===== src/sv/kfd_pkg.sv =====
// ----------------------------------------------------------------------------
// kfd_pkg
// shared types and constants of the kiss frame deframer
// ----------------------------------------------------------------------------
`default_nettype none

package kfd_pkg;

	// field widths of one input byte and one result
	localparam int BYTE_W = 8;
	localparam int LEN_W  = 10;
	localparam int SEL_W  = 2;
	localparam int VAL_W  = 12;
	localparam int CMD_W  = 5;
	localparam int DATA_W = BYTE_W + LEN_W + SEL_W + VAL_W;

	// default frame size limit
	localparam int MAX_FRAME_DEF = 512;

	// kiss special bytes
	localparam logic [BYTE_W-1:0] FEND  = 8'hC0;
	localparam logic [BYTE_W-1:0] FESC  = 8'hDB;
	localparam logic [BYTE_W-1:0] TFEND = 8'hDC;
	localparam logic [BYTE_W-1:0] TFESC = 8'hDD;

	// command codes, port nibble already cleared
	localparam logic [CMD_W-1:0] CMD_FRAME_DATA = 5'h00;
	localparam logic [CMD_W-1:0] CMD_TX_DELAY   = 5'h01;
	localparam logic [CMD_W-1:0] CMD_PERSIST    = 5'h02;
	localparam logic [CMD_W-1:0] CMD_SLOT       = 5'h03;
	localparam logic [CMD_W-1:0] CMD_TX_TAIL    = 5'h04;
	localparam logic [CMD_W-1:0] CMD_NONE       = 5'h10;

	// setting selectors
	localparam logic [SEL_W-1:0] SEL_TXDELAY = 2'd0;
	localparam logic [SEL_W-1:0] SEL_PERSIST = 2'd1;
	localparam logic [SEL_W-1:0] SEL_SLOT    = 2'd2;
	localparam logic [SEL_W-1:0] SEL_TXTAIL  = 2'd3;

	typedef enum logic [1:0] {
		KIND_DATA    = 2'd0,
		KIND_EOF     = 2'd1,
		KIND_SETTING = 2'd2
	} kind_t;

	// one decoded result plus its valid flag
	typedef struct packed {
		logic              valid;
		kind_t             kind;
		logic [BYTE_W-1:0] data_byte;
		logic [LEN_W-1:0]  frame_length;
		logic [SEL_W-1:0]  setting_select;
		logic [VAL_W-1:0]  setting_value;
	} result_t;

	// byte times ten, as two shifts and an add
	function automatic logic [VAL_W-1:0] times_ten(input logic [BYTE_W-1:0] b);
		logic [VAL_W-1:0] w;
		w = {{(VAL_W-BYTE_W){1'b0}}, b};
		return (w << 3) + (w << 1);
	endfunction

endpackage

`default_nettype wire


===== src/sv/kfd_decode.sv =====
// ----------------------------------------------------------------------------
// kfd_decode
// kiss framing state and per-byte decode into at most one result
// ----------------------------------------------------------------------------
`default_nettype none

module kfd_decode
	import kfd_pkg::*;
#(
	parameter int MAX_FRAME = MAX_FRAME_DEF
) (
	input  wire logic              clk,
	input  wire logic              arst_n,
	input  wire logic              step,
	input  wire logic [BYTE_W-1:0] byte_in,
	output result_t                res
);

	localparam int CNT_W = $clog2(MAX_FRAME + 1);

	logic             in_frame_q, in_frame_n;
	logic             esc_q, esc_n;
	logic [CMD_W-1:0] cmd_q, cmd_n;
	logic [CNT_W-1:0] count_q, count_n;
	logic             full;
	logic [BYTE_W-1:0] unesc;
	logic [LEN_W+CNT_W-1:0] len_ext;

	assign full    = (count_q >= CNT_W'(MAX_FRAME));
	assign len_ext = {{LEN_W{1'b0}}, count_q};

	// unescape while an escape is pending
	always_comb begin
		unesc = byte_in;
		if (esc_q) begin
			if (byte_in == TFEND)
				unesc = FEND;
			else if (byte_in == TFESC)
				unesc = FESC;
		end
	end

	always_comb begin
		in_frame_n = in_frame_q;
		esc_n      = esc_q;
		cmd_n      = cmd_q;
		count_n    = count_q;
		res        = '0;
		res.kind   = KIND_DATA;
		priority if (in_frame_q && byte_in == FEND && cmd_q == CMD_FRAME_DATA) begin
			in_frame_n       = 1'b0;
			res.valid        = 1'b1;
			res.kind         = KIND_EOF;
			res.frame_length = len_ext[LEN_W-1:0];
		end else if (byte_in == FEND) begin
			in_frame_n = 1'b1;
			cmd_n      = CMD_NONE;
			count_n    = '0;
		end else if (!in_frame_q || full) begin
			// outside a frame or frame full: dropped
		end else if (count_q == '0 && cmd_q == CMD_NONE) begin
			cmd_n = {1'b0, byte_in[3:0]};
		end else begin
			unique case (cmd_q)
				CMD_FRAME_DATA: begin
					if (byte_in == FESC) begin
						esc_n = 1'b1;
					end else begin
						esc_n         = 1'b0;
						count_n       = count_q + 1'b1;
						res.valid     = 1'b1;
						res.kind      = KIND_DATA;
						res.data_byte = unesc;
					end
				end
				CMD_TX_DELAY: begin
					res.valid          = 1'b1;
					res.kind           = KIND_SETTING;
					res.setting_select = SEL_TXDELAY;
					res.setting_value  = times_ten(byte_in);
				end
				CMD_PERSIST: begin
					res.valid          = 1'b1;
					res.kind           = KIND_SETTING;
					res.setting_select = SEL_PERSIST;
					res.setting_value  = {{(VAL_W-BYTE_W){1'b0}}, byte_in};
				end
				CMD_SLOT: begin
					res.valid          = 1'b1;
					res.kind           = KIND_SETTING;
					res.setting_select = SEL_SLOT;
					res.setting_value  = times_ten(byte_in);
				end
				CMD_TX_TAIL: begin
					res.valid          = 1'b1;
					res.kind           = KIND_SETTING;
					res.setting_select = SEL_TXTAIL;
					res.setting_value  = times_ten(byte_in);
				end
				default: begin
					// unused command: ignored
				end
			endcase
		end
	end

	always_ff @(posedge clk or negedge arst_n) begin
		if (!arst_n) begin
			in_frame_q <= 1'b0;
			esc_q      <= 1'b0;
			cmd_q      <= CMD_NONE;
			count_q    <= '0;
		end else if (step) begin
			in_frame_q <= in_frame_n;
			esc_q      <= esc_n;
			cmd_q      <= cmd_n;
			count_q    <= count_n;
		end
	end

	// count never runs past the frame limit
	a_count_bound: assert property (@(posedge clk) disable iff (!arst_n)
		count_q <= CNT_W'(MAX_FRAME))
		else $error("byte count beyond frame limit");

	// only data frames count bytes
	a_count_data_only: assert property (@(posedge clk) disable iff (!arst_n)
		cmd_q != CMD_FRAME_DATA |-> count_q == '0)
		else $error("byte count in a non-data frame");

	// end of frame closes the frame
	a_eof_closes: assert property (@(posedge clk) disable iff (!arst_n)
		step && res.valid && res.kind == KIND_EOF |=> !in_frame_q)
		else $error("frame still open after end of frame");

endmodule

`default_nettype wire


===== src/sv/kfd_out_reg.sv =====
// ----------------------------------------------------------------------------
// kfd_out_reg
// result register driving the master stream side
// ----------------------------------------------------------------------------
`default_nettype none

module kfd_out_reg
	import kfd_pkg::*;
(
	input  wire logic              clk,
	input  wire logic              arst_n,
	input  wire logic              load,
	input  wire result_t           res,
	output logic                   room,
	output logic                   m_axis_tvalid,
	input  wire logic              m_axis_tready,
	output logic [DATA_W-1:0]      m_axis_tdata,
	output logic [1:0]             m_axis_tuser
);

	logic    valid_q;
	result_t res_q;

	assign room = !valid_q || m_axis_tready;

	always_ff @(posedge clk or negedge arst_n) begin
		if (!arst_n) begin
			valid_q <= 1'b0;
		end else if (room) begin
			valid_q <= load;
		end
	end

	always_ff @(posedge clk) begin
		if (room && load) begin
			res_q <= res;
		end
	end

	assign m_axis_tvalid = valid_q;
	assign m_axis_tuser  = res_q.kind;
	assign m_axis_tdata  = {res_q.setting_value, res_q.setting_select,
	                        res_q.frame_length, res_q.data_byte};

	// fields that do not belong to the kind read as zero
	a_eof_clean: assert property (@(posedge clk) disable iff (!arst_n)
		valid_q && res_q.kind == KIND_EOF |-> res_q.data_byte == '0
			&& res_q.setting_value == '0)
		else $error("stray fields on end of frame");

	a_setting_clean: assert property (@(posedge clk) disable iff (!arst_n)
		valid_q && res_q.kind == KIND_SETTING |-> res_q.frame_length == '0
			&& res_q.data_byte == '0)
		else $error("stray fields on setting update");

	a_data_clean: assert property (@(posedge clk) disable iff (!arst_n)
		valid_q && res_q.kind == KIND_DATA |-> res_q.setting_value == '0
			&& res_q.frame_length == '0)
		else $error("stray fields on data byte");

endmodule

`default_nettype wire


===== src/sv/kiss_frame_deframer_core.sv =====
// ----------------------------------------------------------------------------
// kiss_frame_deframer_core
// streaming kiss decoder: one received byte in, at most one result out
// ----------------------------------------------------------------------------
// Takes the kiss byte stream one byte per cycle and emits data bytes, end of
// frame markers with the byte count, and setting updates. Each byte passes
// an input register, then the decode logic against the framing state, then
// the result register, which takes the result when its byte is decoded; a
// new byte is taken every cycle as long as the result register has room
// (bytes that give no result never wait on it). The framing state (in
// frame, escape pending, command, byte count) advances once per decoded
// byte, which sets the rate at one byte per cycle. Bytes beyond MAX_FRAME
// in a data frame are dropped, the closing FEND still reports the count
// (as 10 bits). The escape flag is kept across frames.
// tuser carries the result kind: 0 data byte, 1 end of frame, 2 setting.
// ----------------------------------------------------------------------------
`default_nettype none

module kiss_frame_deframer_core
	import kfd_pkg::*;
#(
	parameter int MAX_FRAME = MAX_FRAME_DEF  // data bytes kept per frame, 16 to 1024
) (
	input  wire logic              clk,
	input  wire logic              arst_n,
	// input stream
	input  wire logic              s_axis_tvalid,
	output logic                   s_axis_tready,
	input  wire logic [BYTE_W-1:0] s_axis_tdata,   // [7:0] byte_in
	// result stream
	output logic                   m_axis_tvalid,
	input  wire logic              m_axis_tready,
	output logic [DATA_W-1:0]      m_axis_tdata,   // [7:0] data_byte, [17:8] frame_length,
	                                               // [19:18] setting_select,
	                                               // [31:20] setting_value
	output logic [1:0]             m_axis_tuser    // [1:0] kind
);

	// input register
	logic              v_s1;
	logic [BYTE_W-1:0] byte_s1;

	// decode handshake
	result_t res;
	logic    room;   // result register can take a result this cycle
	logic    step;   // byte in s1 is decoded and leaves

	assign step          = v_s1 && (!res.valid || room);
	assign s_axis_tready = !v_s1 || step;

	always_ff @(posedge clk or negedge arst_n) begin
		if (!arst_n) begin
			v_s1 <= 1'b0;
		end else if (s_axis_tready) begin
			v_s1 <= s_axis_tvalid;
		end
	end

	always_ff @(posedge clk) begin
		if (s_axis_tvalid && s_axis_tready) begin
			byte_s1 <= s_axis_tdata;
		end
	end

	// framing state and per-byte decode
	kfd_decode #(
		.MAX_FRAME(MAX_FRAME)
	) u_decode (
		.clk    (clk),
		.arst_n (arst_n),
		.step   (step),
		.byte_in(byte_s1),
		.res    (res)
	);

	// result register
	kfd_out_reg u_out (
		.clk          (clk),
		.arst_n       (arst_n),
		.load         (step && res.valid),
		.res          (res),
		.room         (room),
		.m_axis_tvalid(m_axis_tvalid),
		.m_axis_tready(m_axis_tready),
		.m_axis_tdata (m_axis_tdata),
		.m_axis_tuser (m_axis_tuser)
	);

	// a byte that gives a result only leaves when the result register has room
	a_no_overwrite: assert property (@(posedge clk) disable iff (!arst_n)
		m_axis_tvalid && !m_axis_tready && v_s1 && res.valid |-> !step)
		else $error("result lost while output stalled");

	// a held byte blocks the input until it is decoded
	a_hold_input: assert property (@(posedge clk) disable iff (!arst_n)
		v_s1 && !step |-> !s_axis_tready)
		else $error("input taken over an undecoded byte");

	// the input register only empties by decoding
	a_s1_drain: assert property (@(posedge clk) disable iff (!arst_n)
		v_s1 && !step |=> v_s1 && $stable(byte_s1))
		else $error("undecoded byte dropped");

endmodule

`default_nettype wire

===== config.mk =====
export PLATFORM = sky130hd
export DESIGN_NAME = kiss_frame_deframer_core
export DESIGN_NICKNAME = d
export VERILOG_FILES = /design/src/sv/kfd_pkg.sv /design/src/sv/kfd_decode.sv /design/src/sv/kfd_out_reg.sv /design/src/sv/kiss_frame_deframer_core.sv
export SDC_FILE = /design/constraint.sdc
export NUM_CORES = 1
export LEC_CHECK = 0
export BUFFER_PORTS_ARGS = -buffer_cell sky130_fd_sc_hd__buf_2
export CORE_MARGIN = 3
export CORE_UTILIZATION = 36
export CTS_CLUSTER_SIZE = 20
export DETAILED_ROUTE_END_ITERATION = 8
export GPL_ROUTABILITY_DRIVEN = 0
export PLACE_DENSITY = 0.59
export SLEW_MARGIN = 15
export SYNTH_ARGS = -nofsm -noshare
export SYNTH_HDL_FRONTEND = slang
export SYNTH_HIERARCHICAL = 1
export SYNTH_SLANG_ARGS = --single-unit
export TNS_END_PERCENT = 1

===== constraint.sdc =====
create_clock -name clk -period 5.5 [get_ports clk]
set_input_delay 0.275 -clock clk [delete_from_list [all_inputs] [get_ports clk]]
set_output_delay 0.275 -clock clk [all_outputs]
set_load 0.02 [all_outputs]

==> qor.tcl <==
set qor(final_max_slew_viol_count) 0
set qor(vias_per_cell) 4.97
set qor(final_min_period_over_clock_period_pct) 75.9
set qor(drt_wl_total_um) 5940
set qor(grt.total_usage_pct) 13.3
set qor(synth_enable_flop_cells) 42
set qor(critical_path_required_ps) 5700
set qor(globalRouteOverflowTotal) 0
set qor(max_slew_margin_pct) 36.9
set qor(switching_share_pct) 28.5
set qor(power_density_nw_per_um2) 322
set qor(grt_setup_unrepaired) {false}
set qor(floorplan.rows) 32
set qor(finish.utilization_pct) 44.5
set qor(placeableCoreArea_um2) 7850
set qor(synth_ff_type) {edfxtp_1}
set qor(max-cap-violations) 0
set qor(ant_nets_after_route) 0
set qor(startpoint_class) {flip-flop}
set qor(worst_ir_drop_vdd_mv) 0.125
set qor(syn-num-nets) 276
set qor(cts_sinks) 61
set qor(pin_count_of_the_biggest_net_entering_global_routing) 35
set qor(run_status) {finished clean}
set qor(io_buffer_count) 47
set qor(crit_path_top_delay_cell) {a21boi_0}
set qor(share_comb_of_total_power_pct) 16.2
set qor(remaining_design_rule_violation_count) 0
set qor(worst-slew-pin-transition_ps) 938
set qor(clk_path_buf_depth) 2
set qor(grt_pass1_wl_um) 10100
set qor(syn_to_final_growth_pct) 17.9
set qor(fp.dieArea_um2) 9360
set qor(maxClockFrequency_ghz) 0.240
set qor(power.clock.fraction_pct) 33.7
set qor(max_fanout_on_critical_path) 11
set qor(clockRootBuffer) {clkbuf_8}
set qor(crit_path_cell_trace) {inv_1 -> ha_1 -> nor4b_1 -> nand4_1 -> nand3_1 -> nand2b_2 -> o21ai_1 -> or3_1 -> a21boi_0 -> nand2_2 -> nor4b_1 -> xnor2_1 -> nor2_1}
set qor(final_nets) 328
set qor(cell_internal_power_w) 0.000804
set qor(most_frequent_cells_in_the_layout) {buf_2, edfxtp_1, nor2_1, nand2_1, dfrtp_1}
set qor(drt_first_pass_iters) 4
set qor(post-dp-hpwl_um) 4370
set qor(netlist_instances) 255
set qor(postCtsSetupRepairBufs) 0
set qor(postSynthRegisterBits) 61
set qor(post_route_cells_drive_above_1_share_pct) 26.0
set qor(die_height_um) 96.7
set qor(power.share.sequential_pct) 50.1
set qor(pin_count) 48
set qor(timing.final.setup_violations) 0
set qor(dr_total_vias) 2059
set qor(drt_iter0_drc) 109
set qor(setup-tns-final_ps) 0
set qor(antenna_cells) 0
set qor(async_reset_ff_share_pct) 31.1
set qor(cts_inserted_buffers) 9
set qor(clock_skew_ps) 8.00
set qor(cp.arrival_ps) 4370
set qor(detail_route.wl_per_cell_um) 14.3
set qor(critical-path-max-stage-delay_ps) 770
set qor(hold_path.class) {input pin to flip-flop}
set qor(synth.lib_cells_used.distinct) 54
set qor(synth-warning-count) 6
set qor(mostFrequentLayoutCell) {buf_2}
set qor(die_width_um) 96.7
set qor(htree_levels) 3
set qor(post_cts_resize_count) 0
set qor(first_global_vias) 2067
set qor(worst_skew_pair.late_latency_ps) 330
set qor(synth.yosys.seq_area_share_pct) 58.6
set qor(antenna_found_initial) 0
set qor(synthesis.area_per_instance_um2) 11.6
set qor(cts_tree) {built}
set qor(hold_violations) 0
set qor(total_leakage_power_nw) 1.51
set qor(initial_core_utilization_pct) 37.8
set qor(crit_path_frequent_cell) {nor4b_1}
set qor(worst_path_clk_slew_ps) 70
set qor(min_period_ps) 4170
set qor(crit_type) {flip-flop to flip-flop}
set qor(end_kind) {flip-flop}
set qor(post_synth_instance_area_um2) 2960
set qor(power.switching_w) 0.000320
## critical path, delay by kind of cell, from the launching register on
family / cells / cell delay (ps)
xor gates and xnor gates: 1 / 160
adders and majority gates: 1 / 140
and+or+nand+nor: 8 / 2350
AOI/OAI and AO/OA: 2 / 890
buffers and inverters: 1 / 90
DFF: 1 / 410
## final timing paths
kind | from | to | slack [ps] | cells past startpoint
setup reg to reg | u_decode/count_q[0]$_DFFE_PN0P_ | u_decode/count_q[7]$_DFFE_PN0P_ | 1330 | 13
setup / recovery | u_decode/count_q[0]$_DFFE_PN0P_ | u_decode/count_q[7]$_DFFE_PN0P_ | 1330 | 13
max in group asynchronous | arst_n | u_decode/cmd_q[4]$_DFFE_PN1P_ | 4750 | 2
min in group asynchronous | arst_n | u_decode/count_q[9]$_DFFE_PN0P_ | 410 | 2
hold reg to reg | u_decode/esc_q$_DFFE_PN0P_ | u_decode/esc_q$_DFFE_PN0P_ | 530 | 2
hold / removal | s_axis_tdata[1] | byte_s1[1]$_DFFE_PP_ | 120 | 1
## sequential cells by signal (all words and copies together) (netlist names)
signal / flops
u_out/m_axis_tdata: 32
u_decode/count_q: 10
byte_s1: 8
u_decode/cmd_q: 5
u_out/m_axis_tuser: 2
u_decode/esc_q: 1
u_decode/in_frame_q: 1
u_out/m_axis_tvalid: 1
v_s1: 1
## kinds of logic after synthesis
logic type	share of synthesized area, %
DFF	58.6
AOI/OAI and AO/OA	7.94
muxes	1.10
and+or+nand+nor	21.8
buffers and inverters	2.95
xor gates and xnor gates	3.55
adders and majority gates	4.05
## power by group through the flow
stage | combinational, W | clock, W | sequential (W)
detailed placement | 0.000181 | 0 | 0.000572
floorplan | 0.000130 | 0 | 0.000573
global route | 0.000206 | 0.000411 | 0.000568
CTS | 0.000183 | 0.000391 | 0.000563
finish | 0.000183 | 0.000379 | 0.000563
global placement | 0.000179 | 0 | 0.000571
## Yosys cell counts (2+ instances only)
master    number  area [µm²]
edfxtp_1      42        1260
nor2_1        24        90.1
nand2_1       19        71.3
dfrtp_1       18         450
inv_1         15        56.3
o21ai_0       13        65.1
and3_1        12        75.1
xnor2_1       10        87.6
nor3_1         9        45.0
a21oi_1        8        40.0
ha_1           8         100
nand3_1        7        35.0
nand4_1        6        37.5
clkbuf_1       5        18.8
nand2b_1       4        25.0
nor4b_1        4        35.0
and2_1         3        18.8
nor2b_1        3        18.8
or3_1          3        18.8
a21boi_0       2        15.0
and2_4         2        17.5
mux2_2         2        22.5
nor3b_1        2        15.0
nor4_1         2        12.5
o31ai_1        2        15.0
xor2_1         2        17.5
## through the flow
step | std cells | hold slack, ps | cell area [µm²] | worst slack (ps) | power [W]
after detailed placement | 397 | 249 | 3300 | 1420 | 0.000753
after floorplan | 255 | -20.6 | 2960 | 2500 | 0.000703
final | 414 | 115 | 3500 | 1330 | 0.00112
after global routing | 414 | 98.3 | 3500 | 970 | 0.00119
after CTS | 414 | 89.8 | 3500 | 1380 | 0.00114
after global placement | 397 | 240 | 3300 | 1640 | 0.000750
## layer usage
| layer | vias to the layer above | wire length, µm | GRT usage, % |
|---|---|---|---|
| li1 | 1030 | - | - |
| met1 | 966 | 2990 | 18.2 |
| met2 | 54 | 2530 | 18.7 |
| met3 | 9 | 299 | 4.25 |
| met4 | 0 | 116 | 7.02 |
| met5 | - | 0 | 1.10 |
## cell type report
| cell class | instances | area (µm²) |
|---|---|---|
| fillers | 754 | 4350 |
| flip-flops and latches | 61 | 1740 |
| clock inverters | 7 | 66.3 |
| multi-input cells | 172 | 1140 |
| repair buffers | 48 | 245 |
| well taps | 102 | 128 |
| clock buffers | 9 | 124 |
| inverters | 15 | 56.3 |
## what timing repair did
action | in CTS | in global routing
hold buffers | 1 | 0
hold endpoints to repair | 18 | 0
endpoints found under the setup margin | 0 | 0
No activity file was read; power rests on OpenSTA's default activity.
